File: src/hdl/m4inv_pkg.sv
// Shared types, command codes and index helpers for the 4x4 matrix inverse block.
// Used by m4inv_ctrl, m4inv_dp and matrix4_inverse_cofactor; depends on nothing.
`timescale 1ns / 1ps
`default_nettype none
package m4inv_pkg;

	localparam int unsigned IN_DATA_W  = 24;
	localparam int unsigned OUT_DATA_W = 40;
	localparam int unsigned ELEM_W     = 16;
	localparam int unsigned COF_W      = 49;
	localparam int unsigned DET_W      = 66;
	localparam int unsigned REM_W      = 99;
	localparam int unsigned QUO_W      = 33;

	localparam logic OPC_WRITE   = 1'b0;
	localparam logic OPC_COMPUTE = 1'b1;

	typedef enum logic [3:0] {
		OP_NONE,
		OP_WRITE,
		OP_LOAD,
		OP_MUL,
		OP_ACC,
		OP_DMUL,
		OP_DACC,
		OP_DPREP,
		OP_DLOAD,
		OP_DCHK,
		OP_DSTEP,
		OP_DOUT
	} dp_op_t;

	typedef struct packed {
		dp_op_t     op;
		logic [3:0] rd_addr;
		logic [3:0] cof_addr;
		logic [3:0] out_idx;
		logic       first;
		logic       last;
		logic       neg;
	} dp_cmd_t;

	typedef struct packed {
		logic sing;
		logic out_free;
	} dp_stat_t;

	// Index k of the kept rows or columns once index i is struck out.
	function automatic logic [1:0] skip_idx(input logic [1:0] i, input logic [1:0] k);
		return (k < i) ? k : k + 2'd1;
	endfunction

	// Column taken in row k of the 3x3 minor by term t of the Leibniz expansion.
	// Terms 0 to 2 are even permutations, terms 3 to 5 odd.
	function automatic logic [1:0] perm_col(input logic [2:0] t, input logic [1:0] k);
		logic [7:0] p;
		case (t)
			3'd0:    p = 8'b00_10_01_00;
			3'd1:    p = 8'b00_00_10_01;
			3'd2:    p = 8'b00_01_00_10;
			3'd3:    p = 8'b00_01_10_00;
			3'd4:    p = 8'b00_10_00_01;
			3'd5:    p = 8'b00_00_01_10;
			default: p = 8'b0;
		endcase
		return p[{k, 1'b0} +: 2];
	endfunction

	// Matrix address of factor k of term t of the cofactor at position ent.
	function automatic logic [3:0] elem_addr(input logic [3:0] ent, input logic [2:0] t,
			input logic [1:0] k);
		logic [1:0] pc;
		logic [1:0] r;
		logic [1:0] c;
		pc = perm_col(t, k);
		r  = skip_idx(ent[3:2], k);
		c  = skip_idx(ent[1:0], pc);
		return {r, c};
	endfunction

endpackage
`default_nettype wire

File: src/hdl/m4inv_ctrl.sv
// Sequencer for the 4x4 matrix inverse: walks cofactors, determinant, division and output.
// Depends on m4inv_pkg; drives m4inv_dp through dp_cmd_t and reads dp_stat_t.
`timescale 1ns / 1ps
`default_nettype none
module m4inv_ctrl (
	input  wire                 clk,
	input  wire                 arst_n,
	input  wire                 in_valid,
	input  wire                 in_opcode,
	output logic                in_ready,
	output m4inv_pkg::dp_cmd_t  cmd,
	input  m4inv_pkg::dp_stat_t stat
);

	typedef enum logic [8:0] {
		ST_IDLE  = 9'b000000001,
		ST_COF   = 9'b000000010,
		ST_DMUL  = 9'b000000100,
		ST_DACC  = 9'b000001000,
		ST_DPREP = 9'b000010000,
		ST_LOAD  = 9'b000100000,
		ST_CHK   = 9'b001000000,
		ST_STEP  = 9'b010000000,
		ST_OUT   = 9'b100000000
	} state_t;

	state_t     state_q;
	logic [3:0] ent_q;
	logic [2:0] term_q;
	logic [1:0] step_q;
	logic [5:0] bit_q;

	assign in_ready = (state_q == ST_IDLE);

	always_comb begin
		cmd          = '0;
		cmd.op       = m4inv_pkg::OP_NONE;
		cmd.out_idx  = ent_q;
		cmd.rd_addr  = m4inv_pkg::elem_addr(ent_q, term_q, step_q);
		cmd.cof_addr = ent_q;
		case (state_q)
			ST_IDLE: begin
				if (in_valid && in_opcode == m4inv_pkg::OPC_WRITE)
					cmd.op = m4inv_pkg::OP_WRITE;
			end
			ST_COF: begin
				case (step_q)
					2'd0:    cmd.op = m4inv_pkg::OP_LOAD;
					2'd3:    cmd.op = m4inv_pkg::OP_ACC;
					default: cmd.op = m4inv_pkg::OP_MUL;
				endcase
				cmd.first = (term_q == 3'd0);
				cmd.last  = (term_q == 3'd5);
				// Odd permutation flips the term; odd row plus column flips the cofactor.
				cmd.neg   = (term_q >= 3'd3) ^ ent_q[2] ^ ent_q[0];
			end
			ST_DMUL: begin
				cmd.op       = m4inv_pkg::OP_DMUL;
				cmd.rd_addr  = {2'b00, ent_q[1:0]};
				cmd.cof_addr = {2'b00, ent_q[1:0]};
			end
			ST_DACC: begin
				cmd.op    = m4inv_pkg::OP_DACC;
				cmd.first = (ent_q[1:0] == 2'd0);
			end
			ST_DPREP: cmd.op = m4inv_pkg::OP_DPREP;
			ST_LOAD: begin
				cmd.op       = m4inv_pkg::OP_DLOAD;
				cmd.cof_addr = {ent_q[1:0], ent_q[3:2]};
			end
			ST_CHK:  cmd.op = m4inv_pkg::OP_DCHK;
			ST_STEP: cmd.op = m4inv_pkg::OP_DSTEP;
			ST_OUT: begin
				if (stat.out_free)
					cmd.op = m4inv_pkg::OP_DOUT;
				cmd.last = (ent_q == 4'd15);
			end
			default: cmd.op = m4inv_pkg::OP_NONE;
		endcase
	end

	always_ff @(posedge clk or negedge arst_n) begin
		if (!arst_n) begin
			state_q <= ST_IDLE;
			ent_q   <= '0;
			term_q  <= '0;
			step_q  <= '0;
			bit_q   <= '0;
		end else begin
			case (state_q)
				ST_IDLE: begin
					if (in_valid && in_opcode == m4inv_pkg::OPC_COMPUTE) begin
						state_q <= ST_COF;
						ent_q   <= '0;
						term_q  <= '0;
						step_q  <= '0;
					end
				end
				ST_COF: begin
					step_q <= step_q + 2'd1;
					if (step_q == 2'd3) begin
						if (term_q == 3'd5) begin
							term_q <= '0;
							ent_q  <= ent_q + 4'd1;
							if (ent_q == 4'd15)
								state_q <= ST_DMUL;
						end else begin
							term_q <= term_q + 3'd1;
						end
					end
				end
				ST_DMUL: state_q <= ST_DACC;
				ST_DACC: begin
					if (ent_q[1:0] == 2'd3) begin
						ent_q   <= '0;
						state_q <= ST_DPREP;
					end else begin
						ent_q   <= ent_q + 4'd1;
						state_q <= ST_DMUL;
					end
				end
				ST_DPREP: state_q <= ST_LOAD;
				ST_LOAD: begin
					// A singular matrix needs no division: all entries are zero.
					if (stat.sing)
						state_q <= ST_OUT;
					else
						state_q <= ST_CHK;
				end
				ST_CHK: begin
					bit_q   <= '0;
					state_q <= ST_STEP;
				end
				ST_STEP: begin
					bit_q <= bit_q + 6'd1;
					if (bit_q == 6'(m4inv_pkg::QUO_W - 1))
						state_q <= ST_OUT;
				end
				ST_OUT: begin
					if (stat.out_free) begin
						ent_q <= ent_q + 4'd1;
						if (ent_q == 4'd15)
							state_q <= ST_IDLE;
						else
							state_q <= ST_LOAD;
					end
				end
				default: state_q <= ST_IDLE;
			endcase
		end
	end

endmodule
`default_nettype wire

File: config.mk
export PLATFORM = sky130hd
export DESIGN_NAME = m4inv_ctrl
export DESIGN_NICKNAME = d
export VERILOG_FILES = /design/src/hdl/m4inv_pkg.sv /design/src/hdl/m4inv_ctrl.sv
export SDC_FILE = /design/constraint.sdc
export NUM_CORES = 1
export LEC_CHECK = 0
export ABC_CLOCK_PERIOD_IN_PS = 2300
export BUFFER_PORTS_ARGS = -buffer_cell sky130_fd_sc_hd__buf_2
export CORE_UTILIZATION = 53
export CTS_BUF_LIST = sky130_fd_sc_hd__clkbuf_16
export CTS_CLUSTER_DIAMETER = 80
export CTS_CLUSTER_SIZE = 14
export DETAILED_ROUTE_END_ITERATION = 10
export GPL_ROUTABILITY_DRIVEN = 0
export HOLD_SLACK_MARGIN = 0.1
export PLACE_DENSITY_LB_ADDON = 0.2
export SLEW_MARGIN = 20
export SYNTH_ARGS = -nofsm -noshare
export SYNTH_HDL_FRONTEND = slang
export SYNTH_SLANG_ARGS = --single-unit
File: constraint.sdc
create_clock -name clk -period 2.3 [get_ports clk]
set_input_delay 0.345 -clock clk [delete_from_list [all_inputs] [get_ports clk]]
set_output_delay 0.345 -clock clk [all_outputs]
set_load 0.005 [all_outputs]
==> reports/qor.yml <==
grt_pass1_wl_mm: 9.32
dieWidth_um: 64.4
root_buffer: "clkbuf_16"
violations: "negative setup slack"
timing.final.crit_share: 1.13
use_met3: 0.0411
antenna_found_initial: 0
dieArea_um2: 4150
netlist_area_um2: 2060
final_antenna_net_count: 0
ff2ff_path_depth: 6
cts_tree: "built"
clock_latency_ns: 0.26
hold_class: "input port to flip-flop"
firstDrtPassIters: 4
layout-drive-gt1-share: 0.372
n_antenna_cell: 0
io_pins: 26
tightest_slew_ns: 0.562
max_cap_viol_count: 0
io_buffers: 25
yosysTopAreaCell: "dfrtp_1"
slew_violations: 0
die_y_um: 64.4
fmax_ghz: 0.383
wl_per_cell_um: 17.8
grt_max_degree: 25
first_global_vias: 1963
vdd_ir_drop_max_mv: 0.484
p_leak_nw: 1.27
synth_warnings: 0
p_per_area_nw_per_um2: 1140
num_rows: 22
place_area_um2: 2380
grt.busiest_layer: "met2"
cp.required_ns: 1.96
overflow: 0
synthDistinctLibCells: 60
finalSetupViolCount: 3
crit_type: "flip-flop to output port"
worstReg2RegStart: "term_q[1]$_DFFE_PN0P_"
synth_edf_count: 0
start_util: 0.559
rrSetupSlack_ns: 0.02
synth_flop_cell: "dfrtp_1"
total_power_mw: 3.07
slew-limit-headroom: 0.625
hold_depth: 2
seq_area_frac_synth: 0.292
met2_usage: 0.466
avgSynthCellArea_um2: 8.39
critical-path-top-delay-family: "adder cells"
totalWireLength_mm: 6.11
cts_buffers: 3
syn2layout_area_growth_pct: 30.5
synth-seq-cells: 24
holdPathEnd: "state_q[6]$_DFFE_PN0P_"
vias_per_cell: 6.14
nNetsFinal: 314
clk_pin_slew_ns: 0.06
clkSinkCount: 24
r2r-end: "state_q[1]$_DFFE_PN0P_"
status: "complete, but fails checks"
dpl.cell_count: 332
drt_iter0_markers: 202
slowest_stage: "dfrtp_2"
design_area_um2: 2690
ys_async_sr_fraction: 1.00
worst_setup_path_end_kind: "output port"
skew_ns: 0.00130
fin_ws_ns: -0.310
syn_nets: 263
dp_hpwl_mm: 3.97
clockBufferDepth: 2
cp_max_fo: 4
cp-start-kind: "flip-flop"
core_um2: 3690
fin_hold_ws_ns: 0.237
grt_usage: 0.293
grtUsageMet1: 0.400
crit_buf_inv: 1
hold_viol: 0
cp_cell_sequence: "and2_4 > ha_4 > mux2i_1 > o21ai_1 > ha_1 > a21o_1 > and3_4 > a211oi_2 > a21oi_1 > buf_2"
rsz0062_at_grt: "yes"
cpPeakStageDelay_ns: 0.45
fin_cells: 344
hp-start: "stat[1]"
syn_inst: 246
period_minus_slack_ns: 2.61
ys_top_cells_by_area: "dfrtp_1 (28%), ha_1 (6.7%), o21ai_0 (5.1%)"
remaining_drc_errors: 0
yosysTopAreaCellShare: 0.279
cts_htree_levels: 1
vias: 2112
cp.arrival_ns: 2.26
-- worst register-to-register path, delay by kind of cell, from the launching register on --
family          cells  cell delay, ns
compound gates      3            1.04
buf+inv             1            0.18
flops               1            0.41
mux                 1            0.33
simple gates        1            0.22
-- logic make-up (layout without fill, tap and decap cells) --
group / after synthesis / after routing / share of synthesized area
multiplexers: 9 / 9 / 0.0491
XOR/XNOR: 8 / 8 / 0.0340
AND/OR/NAND/NOR: 107 / 107 / 0.290
buffers and inverters: 26 / 76 / 0.0546
adder cells (fa/ha/maj): 11 / 11 / 0.0667
AO/OA/AOI/OAI: 61 / 61 / 0.213
flip-flops: 24 / 24 / 0.292
-- registers in the layout (all words and copies together), names as in the netlist --
name     count
state_q      9
ent_q        4
step_q       2
term_q       3
bit_q        6
-- layout make-up --
type / instances / area (um2)
multi-input combinational: 196 / 1510
fill: 257 / 996
sequential: 24 / 609
timing repair buffer: 60 / 394
clock buffer: 3 / 75.1
tap: 48 / 60.1
inverter: 12 / 45.0
clock inverter: 1 / 3.75
-- power breakdown --
group,switching (mW),internal [mW]
clock,0.159,0.233
sequential,0.119,0.501
combinational,1.08,0.980
-- worst max path at each step --
stage	startpoint	end	slack, ns	cells past startpoint
finish	term_q[0]$_DFFE_PN0P_	cmd[11]	-0.31	10
global route	term_q[0]$_DFFE_PN0P_	cmd[11]	-0.40	10
CTS	term_q[0]$_DFFE_PN0P_	cmd[11]	-0.32	10
detailed placement	term_q[1]$_DFFE_PN0P_	cmd[11]	-0.10	10
global placement	term_q[0]$_DFFE_PN0P_	cmd[11]	0.0001	10
floorplan	term_q[1]$_DFFE_PN0P_	cmd[11]	0.01	10
-- cell usage after synthesis (2+ instances only) --
cell and instances:
inv_1 11, a32oi_1 3, nor4b_1 3, nor2b_1 6
buf_2 6, a22o_1 3, nor3_1 10, o21a_1 2
ha_1 11, nand2b_1 5, nand3_1 8, a211oi_1 2
xor2_1 4, nor2_1 20, nand3b_1 3, clkbuf_1 6
xnor2_1 4, mux2i_1 6, and3_1 6, nand2_1 26
nor3b_1 4, dfrtp_1 23, a21o_1 3, and2_1 4
o21ai_0 21, mux2_4 2, nor4_2 2, o22ai_1 2
a21oi_1 8, o2111ai_1 2
-- cell usage in the layout (no fill, tap or decap), types with 4 or more instances in the layout --
cell type and instances:
dfrtp_1 17, buf_4 33, inv_1 11, xor2_1 4
dfrtp_2 6, nand2b_1 5, nor2b_1 5, ha_1 10
xnor2_1 4, nand2_1 22, nand3_1 7, mux2i_1 6
o21ai_0 20, a21oi_1 6, nor2_1 18, nor3_1 8
buf_2 25, and3_1 4
-- metrics by stage --
stage	utilization	TNS, ns	setup WS [ns]
final	0.730	-0.600	-0.310
after global routing	0.730	-1.05	-0.405
after CTS	0.694	-0.577	-0.316
after detailed placement	0.646	-0.102	-0.102
after global placement	0.646	0	0.000109
after floorplan	-	0	0.0133
-- repair_timing --
item | 4_1_cts | 5_1_grt
hold buffers | 1 | 0
setup endpoints to repair | 8 | 15
gates resized for setup | 16 | 25
hold endpoints to repair | 23 | 0
cloned | 0 | 0
setup buffers | 3 | 4
pin swaps | 10 | 9
-- routing by layer --
layer,vias up,routed length [um]
li1,990,-
met1,1008,2590
met4,0,125
met2,99,2970
met3,15,429
met5,-,0
(Power assumes the default switching activity.)
